**src/hdl/atty_pkg.sv**
```systemverilog
// Shared types and constants for the ANSI text stream controller.
// No dependencies; imported by atty_engine and ansi_tty_text_stream_controller.
package atty_pkg;

   // Result command codes.
   localparam logic [1:0] CMD_NONE   = 2'd0;
   localparam logic [1:0] CMD_DRAW   = 2'd1;
   localparam logic [1:0] CMD_SCROLL = 2'd2;

   // Configuration register indexes.
   localparam logic [1:0] CSR_FONT_WIDTH    = 2'd0;
   localparam logic [1:0] CSR_FONT_HEIGHT   = 2'd1;
   localparam logic [1:0] CSR_WINDOW_WIDTH  = 2'd2;
   localparam logic [1:0] CSR_WINDOW_HEIGHT = 2'd3;

   // Configuration reset values.
   localparam logic [6:0]  FONT_WIDTH_RESET    = 7'd8;
   localparam logic [6:0]  FONT_HEIGHT_RESET   = 7'd16;
   localparam logic [11:0] WINDOW_WIDTH_RESET  = 12'd640;
   localparam logic [11:0] WINDOW_HEIGHT_RESET = 12'd480;

   // Character codes the parser recognizes.
   localparam logic [7:0] CHAR_ESC     = 8'h1B;
   localparam logic [7:0] CHAR_LBRACK  = 8'h5B;
   localparam logic [7:0] CHAR_SGR_END = 8'h6D;
   localparam logic [7:0] CHAR_LF      = 8'h0A;
   localparam logic [7:0] CHAR_CR      = 8'h0D;
   localparam logic [7:0] CHAR_TAB     = 8'h09;
   localparam logic [7:0] CHAR_ZERO    = 8'h30;
   localparam logic [7:0] CHAR_NINE    = 8'h39;

   // Color selector codes.
   localparam logic [3:0] SEL_DEFAULT_FG = 4'd8;
   localparam logic [3:0] SEL_DEFAULT_BG = 4'd9;

   // Saturation limits.
   localparam logic [12:0] X_MAX   = 13'h1FFF;
   localparam logic [6:0]  ARG_MAX = 7'd127;

   typedef struct packed {
      logic [7:0] char_byte;
      logic       first_of_string;
   } req_payload_type;

   typedef struct packed {
      logic [1:0]  command;
      logic [7:0]  glyph_code;
      logic [12:0] draw_x;
      logic [11:0] draw_y;
      logic [3:0]  fg_select;
      logic [3:0]  bg_select;
      logic        last;
   } rsp_payload_type;

   typedef struct packed {
      logic [6:0]  font_width;
      logic [6:0]  font_height;
      logic [11:0] window_width;
      logic [11:0] window_height;
   } cfg_type;

   // Results of one byte: always a first one, optionally a second one.
   typedef struct packed {
      logic            two;
      rsp_payload_type first;
      rsp_payload_type second;
   } result_pair_type;

endpackage

```
**src/hdl/ansi_tty_text_stream_controller.sv**
```systemverilog
// Top level of the ANSI text stream controller: input register, result
// queue of two entries and configuration registers. Depends on atty_pkg, atty_engine.
//
//   Channel  Direction  Handshake                     Payload
//   req      in         req_valid / req_stall         req_payload (one text byte)
//   rsp      out        rsp_valid / rsp_stall         rsp_payload (one result)
//   csr      in         csr_write_enable              csr_index, csr_write_data
//
// Bytes that yield one result flow at one per cycle while rsp_stall is low; a
// byte that scrolls and then draws holds the next byte back until the single
// result port drains its second entry from the two-entry result queue. A byte
// waits in the input register, its results in the queue head. Reset is
// synchronous and restores the cursor, parser, colors and registers. A stalled
// result port holds the queue and then the input register, after which req_stall rises.
module ansi_tty_text_stream_controller import atty_pkg::*; (
   input  logic            clock,
   input  logic            reset,
   input  logic            req_valid,
   output logic            req_stall,
   input  req_payload_type req_payload,
   output logic            rsp_valid,
   input  logic            rsp_stall,
   output rsp_payload_type rsp_payload,
   input  logic            csr_write_enable,
   input  logic [1:0]      csr_index,
   input  logic [11:0]     csr_write_data
);

   // Input register: holds the byte waiting for its turn in the engine.
   logic            in_valid_ff, in_valid_in;
   req_payload_type in_data_ff, in_data_in;

   // Result queue: head is presented on the rsp port, tail follows it.
   logic [1:0]      out_count_ff, out_count_in;
   rsp_payload_type out_head_ff, out_head_in;
   rsp_payload_type out_tail_ff, out_tail_in;

   cfg_type         cfg_ff;
   result_pair_type results;

   logic            rsp_take;
   logic            req_take;
   logic            drain_ok;
   logic            fire;

   atty_engine u_engine (
      .clock   (clock),
      .reset   (reset),
      .fire    (fire),
      .item    (in_data_ff),
      .cfg     (cfg_ff),
      .results (results)
   );

   always_comb begin
      rsp_valid   = (out_count_ff != 2'd0);
      rsp_payload = out_head_ff;
      rsp_take    = rsp_valid && !rsp_stall;
      // The queue can take a new byte's results when it is empty or its
      // last entry leaves in this cycle.
      drain_ok    = (out_count_ff == 2'd0) || ((out_count_ff == 2'd1) && rsp_take);
      fire        = in_valid_ff && drain_ok;
      req_stall   = in_valid_ff && !drain_ok;
      req_take    = req_valid && !req_stall;

      in_valid_in = in_valid_ff;
      in_data_in  = in_data_ff;
      if (req_take) begin
         in_valid_in = 1'b1;
         in_data_in  = req_payload;
      end else if (fire) begin
         in_valid_in = 1'b0;
      end

      out_count_in = out_count_ff;
      out_head_in  = out_head_ff;
      out_tail_in  = out_tail_ff;
      if (fire) begin
         out_head_in  = results.first;
         out_tail_in  = results.second;
         out_count_in = results.two ? 2'd2 : 2'd1;
      end else if (rsp_take) begin
         if (out_count_ff == 2'd2) begin
            out_head_in  = out_tail_ff;
            out_count_in = 2'd1;
         end else begin
            out_count_in = 2'd0;
         end
      end
   end

   always_ff @(posedge clock) begin
      if (reset) begin
         in_valid_ff  <= 1'b0;
         out_count_ff <= 2'd0;
      end else begin
         in_valid_ff  <= in_valid_in;
         out_count_ff <= out_count_in;
      end
      in_data_ff  <= in_data_in;
      out_head_ff <= out_head_in;
      out_tail_ff <= out_tail_in;
   end

   // Configuration registers; writes must arrive only while the block is idle, which the block itself does not enforce.
   always_ff @(posedge clock) begin
      if (reset) begin
         cfg_ff.font_width    <= FONT_WIDTH_RESET;
         cfg_ff.font_height   <= FONT_HEIGHT_RESET;
         cfg_ff.window_width  <= WINDOW_WIDTH_RESET;
         cfg_ff.window_height <= WINDOW_HEIGHT_RESET;
      end else if (csr_write_enable) begin
         case (csr_index)
            CSR_FONT_WIDTH:    cfg_ff.font_width    <= csr_write_data[6:0];
            CSR_FONT_HEIGHT:   cfg_ff.font_height   <= csr_write_data[6:0];
            CSR_WINDOW_WIDTH:  cfg_ff.window_width  <= csr_write_data;
            CSR_WINDOW_HEIGHT: cfg_ff.window_height <= csr_write_data;
            default: begin
            end
         endcase
      end
   end

endmodule

```
**src/hdl/atty_engine.sv**
```systemverilog
// Terminal state (cursor, escape parser, color selectors) and the per-byte
// update logic that produces one or two results. Depends on atty_pkg.
module atty_engine import atty_pkg::*; (
   input  logic            clock,
   input  logic            reset,
   input  logic            fire,
   input  req_payload_type item,
   input  cfg_type         cfg,
   output result_pair_type results
);

   typedef enum logic [1:0] {
      PH_TEXT,
      PH_ESC,
      PH_ARGS
   } phase_type;

   logic [12:0] cursor_x_ff, cursor_x_in;
   logic [11:0] cursor_y_ff, cursor_y_in;
   phase_type   phase_ff, phase_in;
   logic [6:0]  arg_ff, arg_in;
   logic [3:0]  fg_ff, fg_in;
   logic [3:0]  bg_ff, bg_in;

   logic [7:0]  c;
   phase_type   phase_v;
   logic [6:0]  arg_v;
   logic [7:0]  digit;
   logic [10:0] arg_next;
   logic [6:0]  code_off;
   logic [13:0] tab_sum;
   logic [13:0] adv_sum;
   logic [12:0] base_x;
   logic        fit_first;
   logic        fit_second;
   logic        scroll;
   logic        draw;
   logic [12:0] glyph_x;
   logic [11:0] glyph_y;
   rsp_payload_type scroll_res;
   rsp_payload_type draw_res;
   rsp_payload_type none_res;

   always_comb begin
      c        = item.char_byte;
      phase_v  = item.first_of_string ? PH_TEXT : phase_ff;
      arg_v    = item.first_of_string ? 7'd0 : arg_ff;
      fg_in    = item.first_of_string ? SEL_DEFAULT_FG : fg_ff;
      bg_in    = item.first_of_string ? SEL_DEFAULT_BG : bg_ff;
      cursor_x_in = cursor_x_ff;
      cursor_y_in = cursor_y_ff;
      phase_in = phase_v;
      arg_in   = arg_v;
      scroll   = 1'b0;
      draw     = 1'b0;
      glyph_x  = cursor_x_ff;
      glyph_y  = cursor_y_ff;
      base_x   = cursor_x_ff;
      fit_second = 1'b0;

      digit    = c - CHAR_ZERO;
      arg_next = {4'd0, arg_v} * 11'd10 + {7'd0, digit[3:0]};
      code_off = arg_v - 7'd30;
      tab_sum  = {1'b0, cursor_x_ff} + 14'd8;
      fit_first = (({1'b0, cursor_x_ff} + {7'd0, cfg.font_width}) < {2'd0, cfg.window_width})
               && (({1'b0, cursor_y_ff} + {6'd0, cfg.font_height}) < {1'b0, cfg.window_height});

      case (phase_v)
         PH_ESC: begin
            phase_in = (c == CHAR_LBRACK) ? PH_ARGS : PH_TEXT;
            arg_in   = 7'd0;
            if (c != CHAR_LBRACK) begin
               arg_in = arg_v;
            end
         end
         PH_ARGS: begin
            if (c inside {[CHAR_ZERO:CHAR_NINE]}) begin
               arg_in = (arg_next > {4'd0, ARG_MAX}) ? ARG_MAX : arg_next[6:0];
            end else begin
               phase_in = PH_TEXT;
               if (c == CHAR_SGR_END) begin
                  // Select graphic rendition: only color codes take effect.
                  if (arg_v == 7'd0) begin
                     fg_in = SEL_DEFAULT_FG;
                     bg_in = SEL_DEFAULT_BG;
                  end else if (arg_v == 7'd7) begin
                     fg_in = SEL_DEFAULT_BG;
                     bg_in = SEL_DEFAULT_FG;
                  end else if (arg_v inside {[7'd30:7'd37]}) begin
                     fg_in = code_off[3:0];
                  end else if (arg_v inside {7'd38, 7'd39}) begin
                     fg_in = SEL_DEFAULT_FG;
                  end else if (arg_v inside {[7'd40:7'd47]}) begin
                     bg_in = code_off[3:0] - 4'd10;
                  end else if (arg_v inside {7'd48, 7'd49}) begin
                     bg_in = SEL_DEFAULT_BG;
                  end
               end
            end
         end
         default: begin
            case (c)
               CHAR_LF: begin
                  cursor_x_in = 13'd0;
                  if (cursor_y_ff <= {5'd0, cfg.font_height}) begin
                     scroll = 1'b1;
                  end else begin
                     cursor_y_in = cursor_y_ff - {5'd0, cfg.font_height};
                  end
               end
               CHAR_CR: begin
                  cursor_x_in = 13'd0;
               end
               CHAR_TAB: begin
                  cursor_x_in = tab_sum[13] ? X_MAX : {tab_sum[12:3], 3'd0};
               end
               CHAR_ESC: begin
                  phase_in = PH_ESC;
               end
               default: begin
                  if (fit_first) begin
                     draw = 1'b1;
                  end else begin
                     // Wrap to a new line first, scrolling on the bottom line.
                     base_x = 13'd0;
                     if (cursor_y_ff <= {5'd0, cfg.font_height}) begin
                        scroll = 1'b1;
                     end else begin
                        cursor_y_in = cursor_y_ff - {5'd0, cfg.font_height};
                     end
                     fit_second = ({7'd0, cfg.font_width} < {2'd0, cfg.window_width})
                        && (({1'b0, cursor_y_in} + {6'd0, cfg.font_height})
                            < {1'b0, cfg.window_height});
                     draw = fit_second;
                  end
                  glyph_x = base_x;
                  glyph_y = cursor_y_in;
               end
            endcase
         end
      endcase

      adv_sum = {1'b0, base_x} + {7'd0, cfg.font_width};
      if (phase_v == PH_TEXT && !(c inside {CHAR_LF, CHAR_CR, CHAR_TAB, CHAR_ESC})) begin
         cursor_x_in = adv_sum[13] ? X_MAX : adv_sum[12:0];
      end

      scroll_res = '{command: CMD_SCROLL, glyph_code: 8'd0, draw_x: 13'd0, draw_y: 12'd0,
                     fg_select: fg_in, bg_select: bg_in, last: !draw};
      draw_res   = '{command: CMD_DRAW, glyph_code: c, draw_x: glyph_x, draw_y: glyph_y,
                     fg_select: fg_in, bg_select: bg_in, last: 1'b1};
      none_res   = '{command: CMD_NONE, glyph_code: 8'd0, draw_x: cursor_x_in,
                     draw_y: cursor_y_in, fg_select: fg_in, bg_select: bg_in, last: 1'b1};

      results.two    = scroll && draw;
      results.second = draw_res;
      if (scroll) begin
         results.first = scroll_res;
      end else if (draw) begin
         results.first = draw_res;
      end else begin
         results.first = none_res;
      end
   end

   always_ff @(posedge clock) begin
      if (reset) begin
         cursor_x_ff <= 13'd0;
         cursor_y_ff <= 12'd0;
         phase_ff    <= PH_TEXT;
         arg_ff      <= 7'd0;
         fg_ff       <= SEL_DEFAULT_FG;
         bg_ff       <= SEL_DEFAULT_BG;
      end else if (fire) begin
         cursor_x_ff <= cursor_x_in;
         cursor_y_ff <= cursor_y_in;
         phase_ff    <= phase_in;
         arg_ff      <= arg_in;
         fg_ff       <= fg_in;
         bg_ff       <= bg_in;
      end
   end

endmodule
```
**config.mk**
```make
export PLATFORM = sky130hd
export DESIGN_NAME = ansi_tty_text_stream_controller
export DESIGN_NICKNAME = d
export VERILOG_FILES = /design/src/hdl/atty_pkg.sv /design/src/hdl/ansi_tty_text_stream_controller.sv /design/src/hdl/atty_engine.sv
export SDC_FILE = /design/constraint.sdc
export NUM_CORES = 1
export LEC_CHECK = 0
export BUFFER_PORTS_ARGS = -buffer_cell sky130_fd_sc_hd__buf_2
export CORE_UTILIZATION = 25
export CTS_CLUSTER_DIAMETER = 30
export DETAILED_ROUTE_END_ITERATION = 6
export PLACE_DENSITY = 0.44
export SKIP_LAST_GASP = 1
export SLEW_MARGIN = 10
export SYNTH_ARGS = -nofsm -noshare
export SYNTH_HDL_FRONTEND = slang
export SYNTH_SLANG_ARGS = --single-unit
```
**constraint.sdc**
```tcl
create_clock -name clock -period 7.62 [get_ports clock]
set_input_delay 2.286 -clock clock [delete_from_list [all_inputs] [get_ports clock]]
set_output_delay 2.286 -clock clock [all_outputs]
set_load 0.005 [all_outputs]
```
## Word level (Yosys, flattened, before mapping)

Index checks and enable logic that the tools add are counted.

- Eq/ne operators: 19
- Add/sub/neg operators: 10
- Reductions and logical operators: 38
- Multipliers: 1
- Magnitude comparators: 12
- Muxes and demuxes: 63

Operators with widths:

| kind | count |
|---|---|
| $mux W44 | 4 |
| $mux W12 | 8 |
| $mux W13 | 7 |
| $mux W4 | 18 |
| $mux W43 | 1 |
| $add A13 B7 Y14 | 2 |
| $eq A7 B6 Y1 const B | 4 |
| $mux W7 | 4 |
| $add A12 B7 Y13 | 2 |
| $lt A13 B12 Y1 | 2 |
| $pmux W13 S2 | 1 |
| $eq A8 B4 Y1 const B | 3 |
| $pmux W12 S2 | 1 |
| $eq A8 B7 Y1 const B | 2 |
| $add A13 B4 Y14 const B | 1 |
| $le A7 B6 Y1 const B | 2 |
| $lt A14 B12 Y1 | 1 |
| $mux W2 | 7 |
| $pmux W7 S2 | 1 |
| $le A12 B7 Y1 | 1 |
| $logic_and A1 B1 Y1 | 12 |
| $lt A7 B12 Y1 | 1 |
| $reduce_bool A2 Y1 | 6 |
| $sub A12 B7 Y12 | 1 |
| other kinds (26) | 51 |

- Logic and storage cells: 169
- Input bits: 28
- Output and inout port bits: 46
- Bits in registers: 177

## Longest topological paths before layout

- Depth after elaboration: 15
- Depth in mapped cells: 32
- Gate-level depth less buffers: 31

## By module

From an unflattened synthesis, not the netlist that was laid out.

- Cell total of the unflattened synthesis: 1333
- Area total of the unflattened synthesis: 12286.8 um^2

Modules (own cells, without submodules):

| module | times used | sequential area each (um^2) | cells an instance | area each (um^2) |
|---|---|---|---|---|
| atty_engine | 1 | 840.8 | 1009 | 7120.6 |
| ansi_tty_text_stream_controller | 1 | 3733.6 | 324 | 5166.2 |

## Worst setup path after synthesis

No wires, ideal clock.

- Path type: reg2reg
- Start: register cfg_ff[25] in the netlist's numbering
- End: register out_head_ff (netlist bit rsp_payload[33]) (data pin)
- Slack: 1954 ps
- Path buffers: 1
- Period minus slack after synthesis: 5666 ps
- Cell stages (with the launch flop): 32
- Arrival: 5402 ps
- Cells stage by stage: dfxtp_1 inv_1 ha_1 inv_1 a21oi_1 o21bai_1 a21oi_1 o21bai_1 a21oi_1 o21ai_0 nand2b_1 xnor2_1 ha_1 a211oi_1 nand2_1 a211oi_1 nor4b_1 nand3_1 nand2_1 clkbuf_1 and2_1 ha_1 inv_1 fa_1 nor2b_1 o31ai_1 a21oi_1 nor2_1 or3_1 a21oi_1 o32a_1 o21ai_0

RTL lines:

| what | line | RTL |
|---|---|---|
| start: declaration | ansi_tty_text_stream_controller.sv:38 | `cfg_type cfg_ff;` |
| end signal: assignment | ansi_tty_text_stream_controller.sv:101 | `out_head_ff <= out_head_in;` |
| end: declaration | ansi_tty_text_stream_controller.sv:35 | `rsp_payload_type out_head_ff, out_head_in;` |

==> impl_metrics.csv <==
group,metric,value,unit
job,cap_violations,0,
synthesis,synth-edff-count,94,
route,first_iter_violations,511,
critical_path,setup.worst_path.end_class,"flip-flop",
placement,pre_cts_ws,1.078,ns
global_route,antenna_found_initial,0,
clock_network,clk_latency,0.46,ns
die,rows,77,
power_and_ir_drop,power_per_cell_area,247.0,mW/mm^2
clock_network,cts_sinks,177,
critical_path,worstRegToRegCells,29,
die,die_h,215.3,um
cells_and_area,mostFrequentLayoutCells,"nand2_1 (143), nor2_1 (126), a21oi_1 (100)",
critical_path,critPathRequiredTime,7.93,ns
power_and_ir_drop,netSwitchingPower,1.122,mW
cells_and_area,nets,1436,
critical_path,critPathArrivalTime,6.89,ns
clock_network,postCtsSetupRepairBufs,0,
timing,hold_violations,0,
run_status,status,"finished, final reports clean",
power_and_ir_drop,peakVddDrop,126.5,uV
power_and_ir_drop,p_leak,5.184,nW
synthesis,yosys_warnings,0,
timing,rsz0062_at_grt,"no",
timing,report.final.slew_viol_count,0,
hold_path,min-delay-start,"cfg_ff[3]$_SDFFE_PP0P_",
die,die_w,215.3,um
route,drc,0,
timing,tns,0,ns
die,core-area,0.04451,mm^2
timing,min_period,6.577,ns
cells_and_area,area_growth,13.21,%
timing,skew,0.01914,ns
clock_network,clockBufferDepth,2,
placement,io_buffers,73,
power_and_ir_drop,combPwrFrac,0.319,
synthesis,syn_nets,1399,
die,die_area,0.04633,mm^2
cells_and_area,final_layout_size_suffix_gt1_frac,0.1091,
clock_network,cts_made_buffers,17,
timing,min_period_over_period,0.8631,
global_route,grt_usage,0.1407,
timing,finalSetupViolations,0,
cells_and_area,n_antenna_cell,0,
placement,place_congestion,0.8171,
placement,placedInstanceArea,0.01226,mm^2
cells_and_area,layout_commonest_cell,"nand2_1",
hold_path,hold_path_depth,2,
route,dr.pass1.iters,5,
route,antenna_left,0,
timing,slew_headroom,0.3003,
timing,fmax,152.1,MHz
synthesis,synthFlopType,"edfxtp_1",
critical_path,cp-start-kind,"flip-flop",
route,via_per_inst,4.816,
power_and_ir_drop,power_frac_clock,0.300,
critical_path,crit_fanout,17,
critical_path,reg2reg_slack,1.04,ns
critical_path,max_stage_delay,0.43,ns
hold_path,whs_endpoint,"cfg_ff[3]$_SDFFE_PP0P_",
clock_network,cts-resized-gates,0,
global_route,grt_pass1_wl,51500,um
cells_and_area,fin_area,0.01287,mm^2
timing,layout_setup_ws,1.043,ns
clock_network,holdBufCountCts,0,
clock_network,root_buffer,"clkbuf_16",
die,io_pins,74,
synthesis,async_reset_ff_frac,0,
synthesis,ys_seq_area_frac,0.3944,
hold_path,worstHoldPathType,"flip-flop to flip-flop",
power_and_ir_drop,power_switching_share,0.3530,
route,avgRoutedWirePerCell,16.54,um
synthesis,netlist_area,0.01137,mm^2
timing,worstMarginPinSlew,1.050,ns
synthesis,ys_ff_latch,177,
power_and_ir_drop,p_int,2.057,mW
critical_path,timing.rr.end,"rsp_payload[26]$_DFFE_PP_",
critical_path,worstSetupPathType,"flip-flop to flip-flop",
die,initial_utilization,0.2554,
global_route,grt_max_degree,70,
placement,hpwlAfterDp,23510,um
power_and_ir_drop,finalPower,3.179,mW
synthesis,synthDistinctLibCells,86,
clock_network,htreeDepth,4,
critical_path,r2r_start,"cfg_ff[25]$_SDFFE_PP0P_",
clock_network,clk_pin_slew,0.07,ns
synthesis,syn_inst,1270,
synthesis,syn_avg_cell_area,8.952,um^2
global_route,grt_pass1_vias,9061,
clock_network,cts_tree,"done",
route,vias,9209,
route,drt_wl_total,31620,um
power_and_ir_drop,pwr-share-seq,0.381,
critical_path,cp_slowest_cell,"dfxtp_1",
global_route,grt.overflow.total,0,
timing,whs,0.4567,ns
## final cells by class
| cell class | instances | area (um^2) |
|---|---|---|
| fill | 4773 | 31640 |
| inverter | 66 | 247.7 |
| clock inverter | 13 | 172.7 |
| timing repair buffer | 81 | 425.4 |
| tap | 592 | 740.7 |
| sequential | 177 | 4484 |
| multi-input combinational | 964 | 6357 |
| clock buffer | 19 | 442.9 |
## synth_stat cells, types with 9 or more instances
cell	count	area, um^2
dfxtp_1	83	1662
nand2_1	144	540.5
o21ai_0	77	385.4
ha_1	94	1176
nor2b_1	14	87.58
nor2_1	126	473.0
a21o_1	23	172.7
edfxtp_1	94	2823
nand3_1	31	155.2
and2_1	18	112.6
clkbuf_1	44	165.2
o21a_1	10	75.07
mux2i_1	17	170.2
a211o_1	11	96.34
a22o_1	12	105.1
nor3_1	26	130.1
a21oi_1	101	505.5
xnor2_1	26	227.7
a22oi_1	14	105.1
a211oi_1	17	127.6
xor2_1	21	183.9
inv_1	66	247.7
nand2b_1	20	125.1
a31oi_1	11	68.82
or2_2	9	56.30
## logic make-up after synthesis
family                   after synthesis  share of synthesized area
adder cells (fa/ha/maj)              101                     0.1158
AND/OR/NAND/NOR                      457                     0.1947
flip-flops                           177                     0.3944
XOR/XNOR                              47                    0.03621
AO/OA/AOI/OAI                        340                     0.1938
buffers and inverters                129                    0.04820
multiplexers                          19                    0.01695
## flip-flops by register name (all words and copies together) (netlist names), 4 cells and up
signal / flops
u_engine.cursor_x_ff: 13
u_engine.cursor_y_ff: 12
u_engine.arg_ff: 7
u_engine.bg_ff: 4
u_engine.fg_ff: 4
rsp_payload: 44
in_data_ff: 9
cfg_ff: 38
out_tail_ff: 41
## stage by stage
| step | utilization | instances |
|---|---|---|
| finish | 0.2892 | 1912 |
| global route | 0.2892 | 1912 |
| CTS | 0.2892 | 1912 |
| detailed placement | 0.2753 | 1880 |
| global placement | 0.2753 | 1880 |
| floorplan | - | 1270 |
## worst max-delay path, delay by kind of cell (launching register included)
family / cells / cell delay (ns)
buf+inv: 3 / 0.48
fa+ha+maj: 3 / 0.72
xor+xnor: 1 / 0.15
compound gates: 13 / 2.74
simple gates: 9 / 1.90
flops: 1 / 0.43
## power groups by stage
stage / logic [mW] / clock network (mW) / registers [mW]
2_1_floorplan: 0.750 / 0 / 1.20
3_3_place_gp: 1.02 / 0 / 1.24
3_5_place_dp: 1.02 / 0 / 1.24
4_1_cts: 1.03 / 0.980 / 1.22
5_1_grt: 1.16 / 1.02 / 1.23
6_report: 1.01 / 0.955 / 1.21
## metal layers
layer,track usage,wire length (um),vias up
met1,0.1884,15420,4433
met5,0,0,-
met3,0.02038,765,21
li1,-,-,4643
met4,0.03522,350,0
met2,0.2363,15090,112
## worst max-delay path by stage
stage | start | endpoint | cells after the start
floorplan | cfg_ff[25]$_SDFFE_PP0P_ | rsp_payload[33]$_DFFE_PP_ | 31
global placement | cfg_ff[25]$_SDFFE_PP0P_ | rsp_payload[26]$_DFFE_PP_ | 28
detailed placement | cfg_ff[25]$_SDFFE_PP0P_ | rsp_payload[26]$_DFFE_PP_ | 29
CTS | cfg_ff[25]$_SDFFE_PP0P_ | rsp_payload[26]$_DFFE_PP_ | 29
global route | cfg_ff[25]$_SDFFE_PP0P_ | rsp_payload[26]$_DFFE_PP_ | 29
finish | cfg_ff[25]$_SDFFE_PP0P_ | rsp_payload[26]$_DFFE_PP_ | 29
No activity file was read; power rests on OpenSTA's default activity.
